**src/rcfp_pkg.sv**
```systemverilog
// ----------------------------------------------------------------------------
// rcfp_pkg
// Shared types, constants and the CRC-8 byte step for the RC channel
// frame packer.
// ----------------------------------------------------------------------------
package rcfp_pkg;

  localparam int unsigned NUM_CHANNELS_DEF = 16;
  localparam int unsigned CHANNEL_BITS_DEF = 11;
  localparam int unsigned CHANNEL_VALUE_W  = 11;
  localparam int unsigned BYTE_W           = 8;
  localparam int unsigned QUEUE_DEPTH      = 4;
  localparam int unsigned CFG_INDEX_W      = 2;

  // Register indexes on the configuration port
  localparam logic [CFG_INDEX_W-1:0] REG_CRC_POLY   = 2'd0;
  localparam logic [CFG_INDEX_W-1:0] REG_DEST_ADDR  = 2'd1;
  localparam logic [CFG_INDEX_W-1:0] REG_FRAME_LEN  = 2'd2;
  localparam logic [CFG_INDEX_W-1:0] REG_FRAME_TYPE = 2'd3;

  localparam logic [BYTE_W-1:0] CRC_POLY_RST   = 8'hD5;
  localparam logic [BYTE_W-1:0] DEST_ADDR_RST  = 8'hC8;
  localparam logic [BYTE_W-1:0] FRAME_LEN_RST  = 8'd24;
  localparam logic [BYTE_W-1:0] FRAME_TYPE_RST = 8'd22;
  localparam logic [BYTE_W-1:0] CRC_INIT       = 8'h00;

  typedef struct packed {
    logic [BYTE_W-1:0] crc_poly;
    logic [BYTE_W-1:0] dest_addr;
    logic [BYTE_W-1:0] frame_len;
    logic [BYTE_W-1:0] frame_type;
  } rcfp_cfg_t;

  // One queued channel, classified by the front end
  typedef struct packed {
    logic [CHANNEL_VALUE_W-1:0] value;
    logic                       last;
  } rcfp_item_t;

  // MSB-first CRC-8 over one byte
  function automatic logic [BYTE_W-1:0] crc8_byte(input logic [BYTE_W-1:0] crc,
                                                  input logic [BYTE_W-1:0] data,
                                                  input logic [BYTE_W-1:0] poly);
    logic [BYTE_W-1:0] c;
    c = crc ^ data;
    for (int k = 0; k < BYTE_W; k++) begin
      if (c[BYTE_W-1]) begin
        c = {c[BYTE_W-2:0], 1'b0} ^ poly;
      end else begin
        c = {c[BYTE_W-2:0], 1'b0};
      end
    end
    return c;
  endfunction

endpackage

```
**src/rcfp_front.sv**
```systemverilog
// ----------------------------------------------------------------------------
// rcfp_front
// Accepts channel beats, counts channels within a frame and tags the
// closing channel before handing items to the queue.
// ----------------------------------------------------------------------------
module rcfp_front #(
  parameter int unsigned NUM_CHANNELS = rcfp_pkg::NUM_CHANNELS_DEF
) (
  input  logic                                  clk,
  input  logic                                  rst_n,
  input  logic                                  in_valid,
  output logic                                  in_stall,
  input  logic [rcfp_pkg::CHANNEL_VALUE_W-1:0]  in_channel_value,
  input  logic                                  q_full,
  output logic                                  q_push,
  output rcfp_pkg::rcfp_item_t                  q_item
);
  import rcfp_pkg::*;

  localparam int unsigned CNT_W = (NUM_CHANNELS > 1) ? $clog2(NUM_CHANNELS) : 1;
  localparam logic [CNT_W-1:0] LAST_CNT = CNT_W'(NUM_CHANNELS - 1);

  logic [CNT_W-1:0] count_r, count_nxt;
  logic             is_last;

  assign in_stall = q_full;
  assign q_push   = in_valid && !q_full;
  assign is_last  = (count_r == LAST_CNT);

  assign q_item.value = in_channel_value;
  assign q_item.last  = is_last;

  always_comb begin
    count_nxt = count_r;
    if (q_push) begin
      count_nxt = is_last ? '0 : count_r + CNT_W'(1);
    end
  end

  always_ff @(posedge clk) begin
    if (!rst_n) begin
      count_r <= '0;
    end else begin
      count_r <= count_nxt;
    end
  end

endmodule

```
**src/rcfp_queue.sv**
```systemverilog
// ----------------------------------------------------------------------------
// rcfp_queue
// Small FIFO of classified channel items between front and back end.
// ----------------------------------------------------------------------------
module rcfp_queue (
  input  logic                  clk,
  input  logic                  rst_n,
  input  logic                  push,
  input  rcfp_pkg::rcfp_item_t  push_item,
  output logic                  full,
  output logic                  head_valid,
  output rcfp_pkg::rcfp_item_t  head_item,
  input  logic                  pop
);
  import rcfp_pkg::*;

  localparam int unsigned PTR_W = $clog2(QUEUE_DEPTH);
  localparam int unsigned CNT_W = $clog2(QUEUE_DEPTH + 1);

  rcfp_item_t       entry_r [QUEUE_DEPTH];
  logic [PTR_W-1:0] wr_ptr_r, wr_ptr_nxt;
  logic [PTR_W-1:0] rd_ptr_r, rd_ptr_nxt;
  logic [CNT_W-1:0] fill_r, fill_nxt;

  assign full       = (fill_r == CNT_W'(QUEUE_DEPTH));
  assign head_valid = (fill_r != '0);
  assign head_item  = entry_r[rd_ptr_r];

  always_comb begin
    wr_ptr_nxt = push ? wr_ptr_r + PTR_W'(1) : wr_ptr_r;
    rd_ptr_nxt = pop ? rd_ptr_r + PTR_W'(1) : rd_ptr_r;
    fill_nxt   = fill_r;
    if (push && !pop) begin
      fill_nxt = fill_r + CNT_W'(1);
    end else if (pop && !push) begin
      fill_nxt = fill_r - CNT_W'(1);
    end
  end

  always_ff @(posedge clk) begin
    if (push) begin
      entry_r[wr_ptr_r] <= push_item;
    end
  end

  always_ff @(posedge clk) begin
    if (!rst_n) begin
      wr_ptr_r <= '0;
      rd_ptr_r <= '0;
      fill_r   <= '0;
    end else begin
      wr_ptr_r <= wr_ptr_nxt;
      rd_ptr_r <= rd_ptr_nxt;
      fill_r   <= fill_nxt;
    end
  end

endmodule

```
**src/rcfp_back.sv**
```systemverilog
// ----------------------------------------------------------------------------
// rcfp_back
// Emits header bytes, packs channel bits LSB first into payload bytes,
// pads the tail and closes each frame with the CRC-8 byte.
// ----------------------------------------------------------------------------
module rcfp_back #(
  parameter int unsigned CHANNEL_BITS = rcfp_pkg::CHANNEL_BITS_DEF
) (
  input  logic                         clk,
  input  logic                         rst_n,
  input  rcfp_pkg::rcfp_cfg_t          cfg,
  input  logic                         q_valid,
  input  rcfp_pkg::rcfp_item_t         q_item,
  output logic                         q_pop,
  output logic                         out_valid,
  input  logic                         out_stall,
  output logic [rcfp_pkg::BYTE_W-1:0]  out_frame_byte,
  output logic                         out_last_byte
);
  import rcfp_pkg::*;

  localparam int unsigned VAL_W = (CHANNEL_BITS < CHANNEL_VALUE_W) ? CHANNEL_BITS
                                                                  : CHANNEL_VALUE_W;
  // worst case: seven leftover bits plus one whole channel
  localparam int unsigned ACC_W = CHANNEL_BITS + BYTE_W - 1;
  localparam int unsigned NB_W  = $clog2(ACC_W + 1);
  localparam logic [NB_W-1:0] NB_BYTE = NB_W'(BYTE_W);
  localparam logic [NB_W-1:0] NB_CHAN = NB_W'(CHANNEL_BITS);

  typedef enum logic [3:0] {
    ST_WAIT = 4'b0001,
    ST_LEN  = 4'b0010,
    ST_TYPE = 4'b0100,
    ST_DATA = 4'b1000
  } state_t;

  state_t            st_r, st_nxt;
  logic [ACC_W-1:0]  acc_r, acc_nxt, acc_shift;
  logic [NB_W-1:0]   nb_r, nb_nxt, rem;
  logic [BYTE_W-1:0] crc_r, crc_nxt;
  logic              last_in_r, last_in_nxt;

  logic              out_valid_r;
  logic [BYTE_W-1:0] out_byte_r;
  logic              out_last_r;

  logic              can_emit;
  logic              emit;
  logic [BYTE_W-1:0] emit_byte;
  logic              emit_last;

  assign can_emit       = !out_valid_r || !out_stall;
  assign out_valid      = out_valid_r;
  assign out_frame_byte = out_byte_r;
  assign out_last_byte  = out_last_r;

  always_comb begin
    st_nxt      = st_r;
    crc_nxt     = crc_r;
    last_in_nxt = last_in_r;
    emit        = 1'b0;
    emit_byte   = '0;
    emit_last   = 1'b0;
    rem         = nb_r;
    q_pop       = 1'b0;
    acc_shift   = acc_r;
    acc_nxt     = acc_r;
    nb_nxt      = nb_r;

    case (st_r)
      ST_WAIT: begin
        if (q_valid && can_emit) begin
          emit      = 1'b1;
          emit_byte = cfg.dest_addr;
          st_nxt    = ST_LEN;
        end
      end
      ST_LEN: begin
        if (can_emit) begin
          emit      = 1'b1;
          emit_byte = cfg.frame_len;
          st_nxt    = ST_TYPE;
        end
      end
      ST_TYPE: begin
        if (can_emit) begin
          emit      = 1'b1;
          emit_byte = cfg.frame_type;
          crc_nxt   = crc8_byte(CRC_INIT, cfg.frame_type, cfg.crc_poly);
          acc_nxt   = '0;
          nb_nxt    = '0;
          st_nxt    = ST_DATA;
        end
      end
      ST_DATA: begin
        if (nb_r >= NB_BYTE) begin
          if (can_emit) begin
            emit      = 1'b1;
            emit_byte = acc_r[BYTE_W-1:0];
            crc_nxt   = crc8_byte(crc_r, acc_r[BYTE_W-1:0], cfg.crc_poly);
            rem       = nb_r - NB_BYTE;
          end
        end else if (last_in_r && nb_r != '0) begin
          // partial tail byte, high bits already zero
          if (can_emit) begin
            emit      = 1'b1;
            emit_byte = acc_r[BYTE_W-1:0];
            crc_nxt   = crc8_byte(crc_r, acc_r[BYTE_W-1:0], cfg.crc_poly);
            rem       = '0;
          end
        end else if (last_in_r) begin
          if (can_emit) begin
            emit        = 1'b1;
            emit_byte   = crc_r;
            emit_last   = 1'b1;
            crc_nxt     = CRC_INIT;
            last_in_nxt = 1'b0;
            rem         = '0;
            st_nxt      = ST_WAIT;
          end
        end

        acc_shift = emit ? (acc_r >> BYTE_W) : acc_r;
        acc_nxt   = acc_shift;
        nb_nxt    = rem;
        // merge the next channel once fewer than a byte of bits remain
        if (!last_in_r && q_valid && rem < NB_BYTE) begin
          q_pop       = 1'b1;
          acc_nxt     = acc_shift | (ACC_W'(q_item.value[VAL_W-1:0]) << rem);
          nb_nxt      = rem + NB_CHAN;
          last_in_nxt = q_item.last;
        end
      end
      default: begin
        st_nxt = ST_WAIT;
      end
    endcase
  end

  always_ff @(posedge clk) begin
    if (!rst_n) begin
      st_r        <= ST_WAIT;
      acc_r       <= '0;
      nb_r        <= '0;
      crc_r       <= CRC_INIT;
      last_in_r   <= 1'b0;
      out_valid_r <= 1'b0;
    end else begin
      st_r      <= st_nxt;
      acc_r     <= acc_nxt;
      nb_r      <= nb_nxt;
      crc_r     <= crc_nxt;
      last_in_r <= last_in_nxt;
      if (emit) begin
        out_valid_r <= 1'b1;
      end else if (!out_stall) begin
        out_valid_r <= 1'b0;
      end
    end
  end

  always_ff @(posedge clk) begin
    if (emit) begin
      out_byte_r <= emit_byte;
      out_last_r <= emit_last;
    end
  end

endmodule

```
**src/rc_channel_frame_packer.sv**
```systemverilog
// ----------------------------------------------------------------------------
// rc_channel_frame_packer
// Packs 11-bit RC channel values into a byte stream: address, length and
// type header, LSB-first packed payload, zero-padded tail, CRC-8 trailer.
//
//   channel  dir  signals                                     width
//   in       in   in_valid / in_stall / in_channel_value      11
//   out      out  out_valid / out_stall / out_frame_byte,
//                 out_last_byte                               8 + 1
//   cfg      in   cfg_we / cfg_index / cfg_wdata              2 / 8
//
// One frame byte leaves per cycle at most, set by the single-byte output
// register of the back end; with the defaults a frame carries 26 bytes for
// 16 channels, header and CRC included.
// A four-entry queue lets input beats keep arriving while the output stalls, until it fills.
// Reset is synchronous; registers return to their published defaults.
// ----------------------------------------------------------------------------
module rc_channel_frame_packer #(
  parameter int unsigned NUM_CHANNELS = rcfp_pkg::NUM_CHANNELS_DEF,
  parameter int unsigned CHANNEL_BITS = rcfp_pkg::CHANNEL_BITS_DEF
) (
  input  logic                                  clk,
  input  logic                                  rst_n,
  input  logic                                  cfg_we,
  input  logic [rcfp_pkg::CFG_INDEX_W-1:0]      cfg_index,
  input  logic [rcfp_pkg::BYTE_W-1:0]           cfg_wdata,
  input  logic                                  in_valid,
  output logic                                  in_stall,
  input  logic [rcfp_pkg::CHANNEL_VALUE_W-1:0]  in_channel_value,
  output logic                                  out_valid,
  input  logic                                  out_stall,
  output logic [rcfp_pkg::BYTE_W-1:0]           out_frame_byte,
  output logic                                  out_last_byte
);
  import rcfp_pkg::*;

  rcfp_cfg_t  cfg_r, cfg_nxt;
  logic       q_push, q_full, q_valid, q_pop;
  rcfp_item_t q_in_item, q_head;

  always_comb begin
    cfg_nxt = cfg_r;
    if (cfg_we) begin
      case (cfg_index)
        REG_CRC_POLY:   cfg_nxt.crc_poly   = cfg_wdata;
        REG_DEST_ADDR:  cfg_nxt.dest_addr  = cfg_wdata;
        REG_FRAME_LEN:  cfg_nxt.frame_len  = cfg_wdata;
        REG_FRAME_TYPE: cfg_nxt.frame_type = cfg_wdata;
        default:        cfg_nxt = cfg_r;
      endcase
    end
  end

  always_ff @(posedge clk) begin
    if (!rst_n) begin
      cfg_r.crc_poly   <= CRC_POLY_RST;
      cfg_r.dest_addr  <= DEST_ADDR_RST;
      cfg_r.frame_len  <= FRAME_LEN_RST;
      cfg_r.frame_type <= FRAME_TYPE_RST;
    end else begin
      cfg_r <= cfg_nxt;
    end
  end

  rcfp_front #(
    .NUM_CHANNELS (NUM_CHANNELS)
  ) u_front (
    .clk              (clk),
    .rst_n            (rst_n),
    .in_valid         (in_valid),
    .in_stall         (in_stall),
    .in_channel_value (in_channel_value),
    .q_full           (q_full),
    .q_push           (q_push),
    .q_item           (q_in_item)
  );

  rcfp_queue u_queue (
    .clk        (clk),
    .rst_n      (rst_n),
    .push       (q_push),
    .push_item  (q_in_item),
    .full       (q_full),
    .head_valid (q_valid),
    .head_item  (q_head),
    .pop        (q_pop)
  );

  rcfp_back #(
    .CHANNEL_BITS (CHANNEL_BITS)
  ) u_back (
    .clk            (clk),
    .rst_n          (rst_n),
    .cfg            (cfg_r),
    .q_valid        (q_valid),
    .q_item         (q_head),
    .q_pop          (q_pop),
    .out_valid      (out_valid),
    .out_stall      (out_stall),
    .out_frame_byte (out_frame_byte),
    .out_last_byte  (out_last_byte)
  );

endmodule
```
**config.mk**
```make
export PLATFORM = sky130hd
export DESIGN_NAME = rc_channel_frame_packer
export DESIGN_NICKNAME = d
export VERILOG_FILES = /design/src/rcfp_pkg.sv /design/src/rcfp_front.sv /design/src/rcfp_queue.sv /design/src/rcfp_back.sv /design/src/rc_channel_frame_packer.sv
export SDC_FILE = /design/constraint.sdc
export NUM_CORES = 1
export LEC_CHECK = 0
export ABC_AREA = 1
export BUFFER_PORTS_ARGS = -buffer_cell sky130_fd_sc_hd__buf_2
export CAP_MARGIN = 10
export CORE_MARGIN = 4
export CORE_UTILIZATION = 25
export CTS_CLUSTER_DIAMETER = 50
export DETAILED_ROUTE_END_ITERATION = 8
export HOLD_SLACK_MARGIN = 0.12
export PLACE_DENSITY = 0.45
export SLEW_MARGIN = 40
export SYNTH_ARGS = -nofsm -noshare
export SYNTH_HDL_FRONTEND = slang
export SYNTH_SLANG_ARGS = --single-unit
```
**constraint.sdc**
```tcl
create_clock -name clk -period 4.7 [get_ports clk]
set_clock_uncertainty 0.2 [all_clocks]
set_input_delay 0.235 -clock clk [delete_from_list [all_inputs] [get_ports clk]]
set_output_delay 0.235 -clock clk [all_outputs]
set_load 0.1 [all_outputs]
```
==> run_results.csv <==
group,metric,value,unit
drt,vias,7608,
power,power_density,446.4,nW/um^2
timing,rsz0062_at_grt,"false",
worst_setup_path,worstPathRequired,4.86,ns
worst_setup_path,cp_data_arrival_time,3.89,ns
floorplanning,ios,37,
logic_synthesis,synth_fa_ha_area_share,1.556,%
worst_setup_path,reg2reg_slack,0.97,ns
logic_synthesis,yosysSeqAreaShare,39.34,%
power,sw_frac_of_total,41.80,%
drt,first_pass_iters,5,
final_layout,final_common_cell,"nand2_1",
timing,timing.final.crit_share,79.40,%
power,leakagePower,0.004130,uW
global_routing,grtUsageMet2,22.38,%
floorplanning,start_util,25.36,%
worst_setup_path,path_class,"reg2reg",
global_routing,grt_max_degree,53,
worst_setup_path,crit_path_end_kind,"flip-flop",
run_status,status,"finished clean",
clocking,cts_tree,"done",
logic_synthesis,synth_edf_count,57,
final_layout,mostFrequentLayoutCells,"nand2_1 (297), nor2_1 (129), inv_1 (109)",
logic_synthesis,synth_top_area_share,20.08,%
timing,relSlewSlack,51.23,%
worst_hold_path,min_from,"cfg_we",
logic_synthesis,synth-main-ff-cell,"dfxtp_1",
timing,finalMaxSlewViolations,0,
timing,tightest_slew,0.7288,ns
clocking,clkSinkCount,139,
drt,wl_per_cell,14.97,um
global_routing,grt_antenna_before_repair,0,
logic_synthesis,syn_avg_cell_area,7.349,sq um
job,drv_cap,0,
drt,drc,0,
final_layout,fin_nets,1261,
logic_synthesis,synth_area,8524,sq um
power,seq_power_share,31.4,%
global_routing,gr-total-overflow,0,
worst_setup_path,r2r_cells,20,
clocking,clk_path_buf_depth,2,
logic_synthesis,synth_compound_area_share,14.52,%
final_layout,post-route-util,30.07,%
final_layout,syn_to_final_growth,18.57,%
global_routing,grt.met3_usage,2.116,%
final_layout,drive_above_1_share,11.47,%
global_routing,gr-usage-met1,19.19,%
floorplanning,die_h,192.7,um
global_routing,grt_use_total,13.84,%
final_layout,multi_input_area,4512,sq um
worst_setup_path,crit_path_start_kind,"flip-flop",
floorplanning,core-area,33620,sq um
global_routing,grt_pass1_vias,7280,
floorplanning,die-area,37120,sq um
logic_synthesis,synth_top_cell_by_area,"edfxtp_1",
placed_design,gp_congestion,0.8061,
drt,antenna_left,0,
floorplanning,die_w,192.7,um
logic_synthesis,synthCells,1160,
timing,period_minus_slack,3.732,ns
final_layout,nFillCells,3652,
power,p_int,2626,uW
power,power.net_switching,1886,uW
worst_hold_path,hp-class,"in2reg",
worst_hold_path,whs_path_depth,5,
worst_setup_path,r2r-end,"u_back.crc_r[7]",
drt,wl,25.23,mm
timing,fmax,0.2680,GHz
logic_synthesis,synthMuxAreaShare,0.2348,%
logic_synthesis,synth_cell_type_count,45,
logic_synthesis,synthArstFlopShare,0,%
clocking,clockRootBuffer,"clkbuf_16",
logic_synthesis,syn_nets,1196,
floorplanning,row_count,67,
global_routing,top_usage_layer,"met2",
logic_synthesis,yosysWarnings,0,
power,pwr-share-comb,39.2,%
clocking,clk_pin_slew,0.07,ns
timing,setup_tns,0,ns
timing,finalSetupViolCount,0,
clocking,insertion_delay,0.43,ns
drt,drtIter0Drc,584,
clocking,post-cts-setup-buffers,0,
power,p_clk_share,29.4,%
clocking,cts-resized-gates,0,
global_routing,grt_pass1_wl,40.37,mm
logic_synthesis,synth_area_leaders,"edfxtp_1 (20%), dfxtp_1 (19%), nand2_1 (13%)",
worst_setup_path,reg2reg_from,"cfg_r[31]",
worst_hold_path,worstHoldEndpoint,"cfg_r[4]",
worst_setup_path,cp_max_fo,16,
placed_design,dp_hpwl,18.42,mm
drt,viasPerCell,4.512,
placed_design,io_buffers,36,
logic_synthesis,synthSimpleGateAreaFrac,27.37,%
final_layout,diodes,0,
logic_synthesis,synth_top_family_by_area,"simple AND/OR/NAND/NOR gates",
power,vdd_drop_max,0.2309,mV
timing,hold_viol,0,
clocking,cts_max_level,4,
logic_synthesis,synthXorXnorAreaFrac,9.188,%
clocking,cts-buffers-inserted,17,
logic_synthesis,ys_ff_latch,139,
final_layout,regArea,3353,sq um
[per-layer routing]
layer,vias to the layer above,routed length [um]
li1,3944,-
met1,3548,12440
met2,93,11840
met3,23,612
met4,0,342
met5,-,0
[stage by stage]
stage | hold slack (ns) | power (uW) | instances | instance area [sq um] | setup slack, ns
after floorplan | 0.1339 | 2839 | 1160 | 8524 | 0.4345
after global placement | 0.2429 | 3191 | 1626 | 9251 | 1.014
after detailed placement | 0.2483 | 3186 | 1626 | 9254 | 0.9884
after CTS | 0.1237 | 4550 | 1686 | 10110 | 1.005
after global routing | 0.1749 | 4816 | 1686 | 10110 | 0.5847
final | 0.1476 | 4512 | 1686 | 10110 | 0.9683
[critical path: stages, from the launching register on]
cell and delay [ns]:
dfxtp_1 0.62, buf_4 0.36, nand3_4 0.13, nand3_1 0.14
nor2_1 0.06, nor2_1 0.18, nand3_2 0.13, nand3_1 0.14
xor2_1 0.20, nand3_1 0.14, nand2_4 0.15, nand2_2 0.06
nand2_2 0.11, nand2_2 0.11, nor2_1 0.10, nand2_1 0.07
nand2_2 0.17, nand2_1 0.09, xnor2_1 0.23, nand2_1 0.12
a21oi_2 0.14
[flip-flops by register name, indices dropped and copies added, names as in the netlist, named ones only]
| signal | cells |
|---|---|
| u_back.out_frame_byte | 8 |
| u_queue.entry_r | 48 |
| u_queue.rd_ptr_r | 2 |
| cfg_r | 32 |
| u_back.out_last_byte | 1 |
| u_front.count_r | 4 |
| u_back.last_in_r | 1 |
| u_queue.wr_ptr_r | 2 |
| u_back.acc_r | 18 |
| u_back.crc_r | 8 |
| u_back.nb_r | 5 |
| u_back.out_valid | 1 |
| u_queue.fill_r | 3 |
| u_back.st_r | 4 |
[repair_timing]
action,CTS,global route
hold endpoints to repair,85,0
endpoints found under the setup margin,0,0
hold buffers,28,0
[Yosys cell counts (14+ instances only)]
cell type and n:
nand2_1 297, nor2_1 129, inv_1 109, dfxtp_1 82, o21ai_0 77, nand3_1 69, a21oi_1 62, edfxtp_1 57
xnor2_1 40, xor2_1 40, clkbuf_1 26, o211ai_1 18, inv_2 14, nor3_1 14
[power by group through the flow]
stage,Combinational (uW),Clock [uW],Sequential [uW]
after detailed placement,1740,0,1440
after global routing,1980,1420,1420
after global placement,1750,0,1440
after CTS,1770,1370,1420
final,1770,1330,1410
after floorplan,1170,0,1670
[cell families (layout without fill, tap and decap cells)]
group,Yosys count,count (layout)
compound gates,208,208
buf+inv,169,247
mux,2,2
fa+ha+maj,10,10
simple gates,549,549
flops,139,139
xor+xnor,83,83
[cell type report]
cell class / instances / area share, %
tap: 448 / 5.546
multi-input combinational: 852 / 44.64
clock buffer: 18 / 4.457
sequential: 139 / 33.18
timing repair buffer: 85 / 6.140
inverter: 130 / 4.828
clock inverter: 14 / 1.213
[worst max path at each step]
stage          slack (ns)              start                end  depth (start not counted)
6_report             0.97          cfg_r[31]    u_back.crc_r[7]                         20
3_3_place_gp         1.01          out_stall    u_back.acc_r[4]                         12
3_5_place_dp         0.99          out_stall    u_back.acc_r[4]                         12
5_1_grt              0.58          cfg_r[31]    u_back.crc_r[7]                         23
4_1_cts              1.01          cfg_r[31]    u_back.crc_r[7]                         20
2_1_floorplan        0.43  u_queue.fill_r[0]  u_queue.fill_r[1]                          7
(Power assumes the default switching activity.)
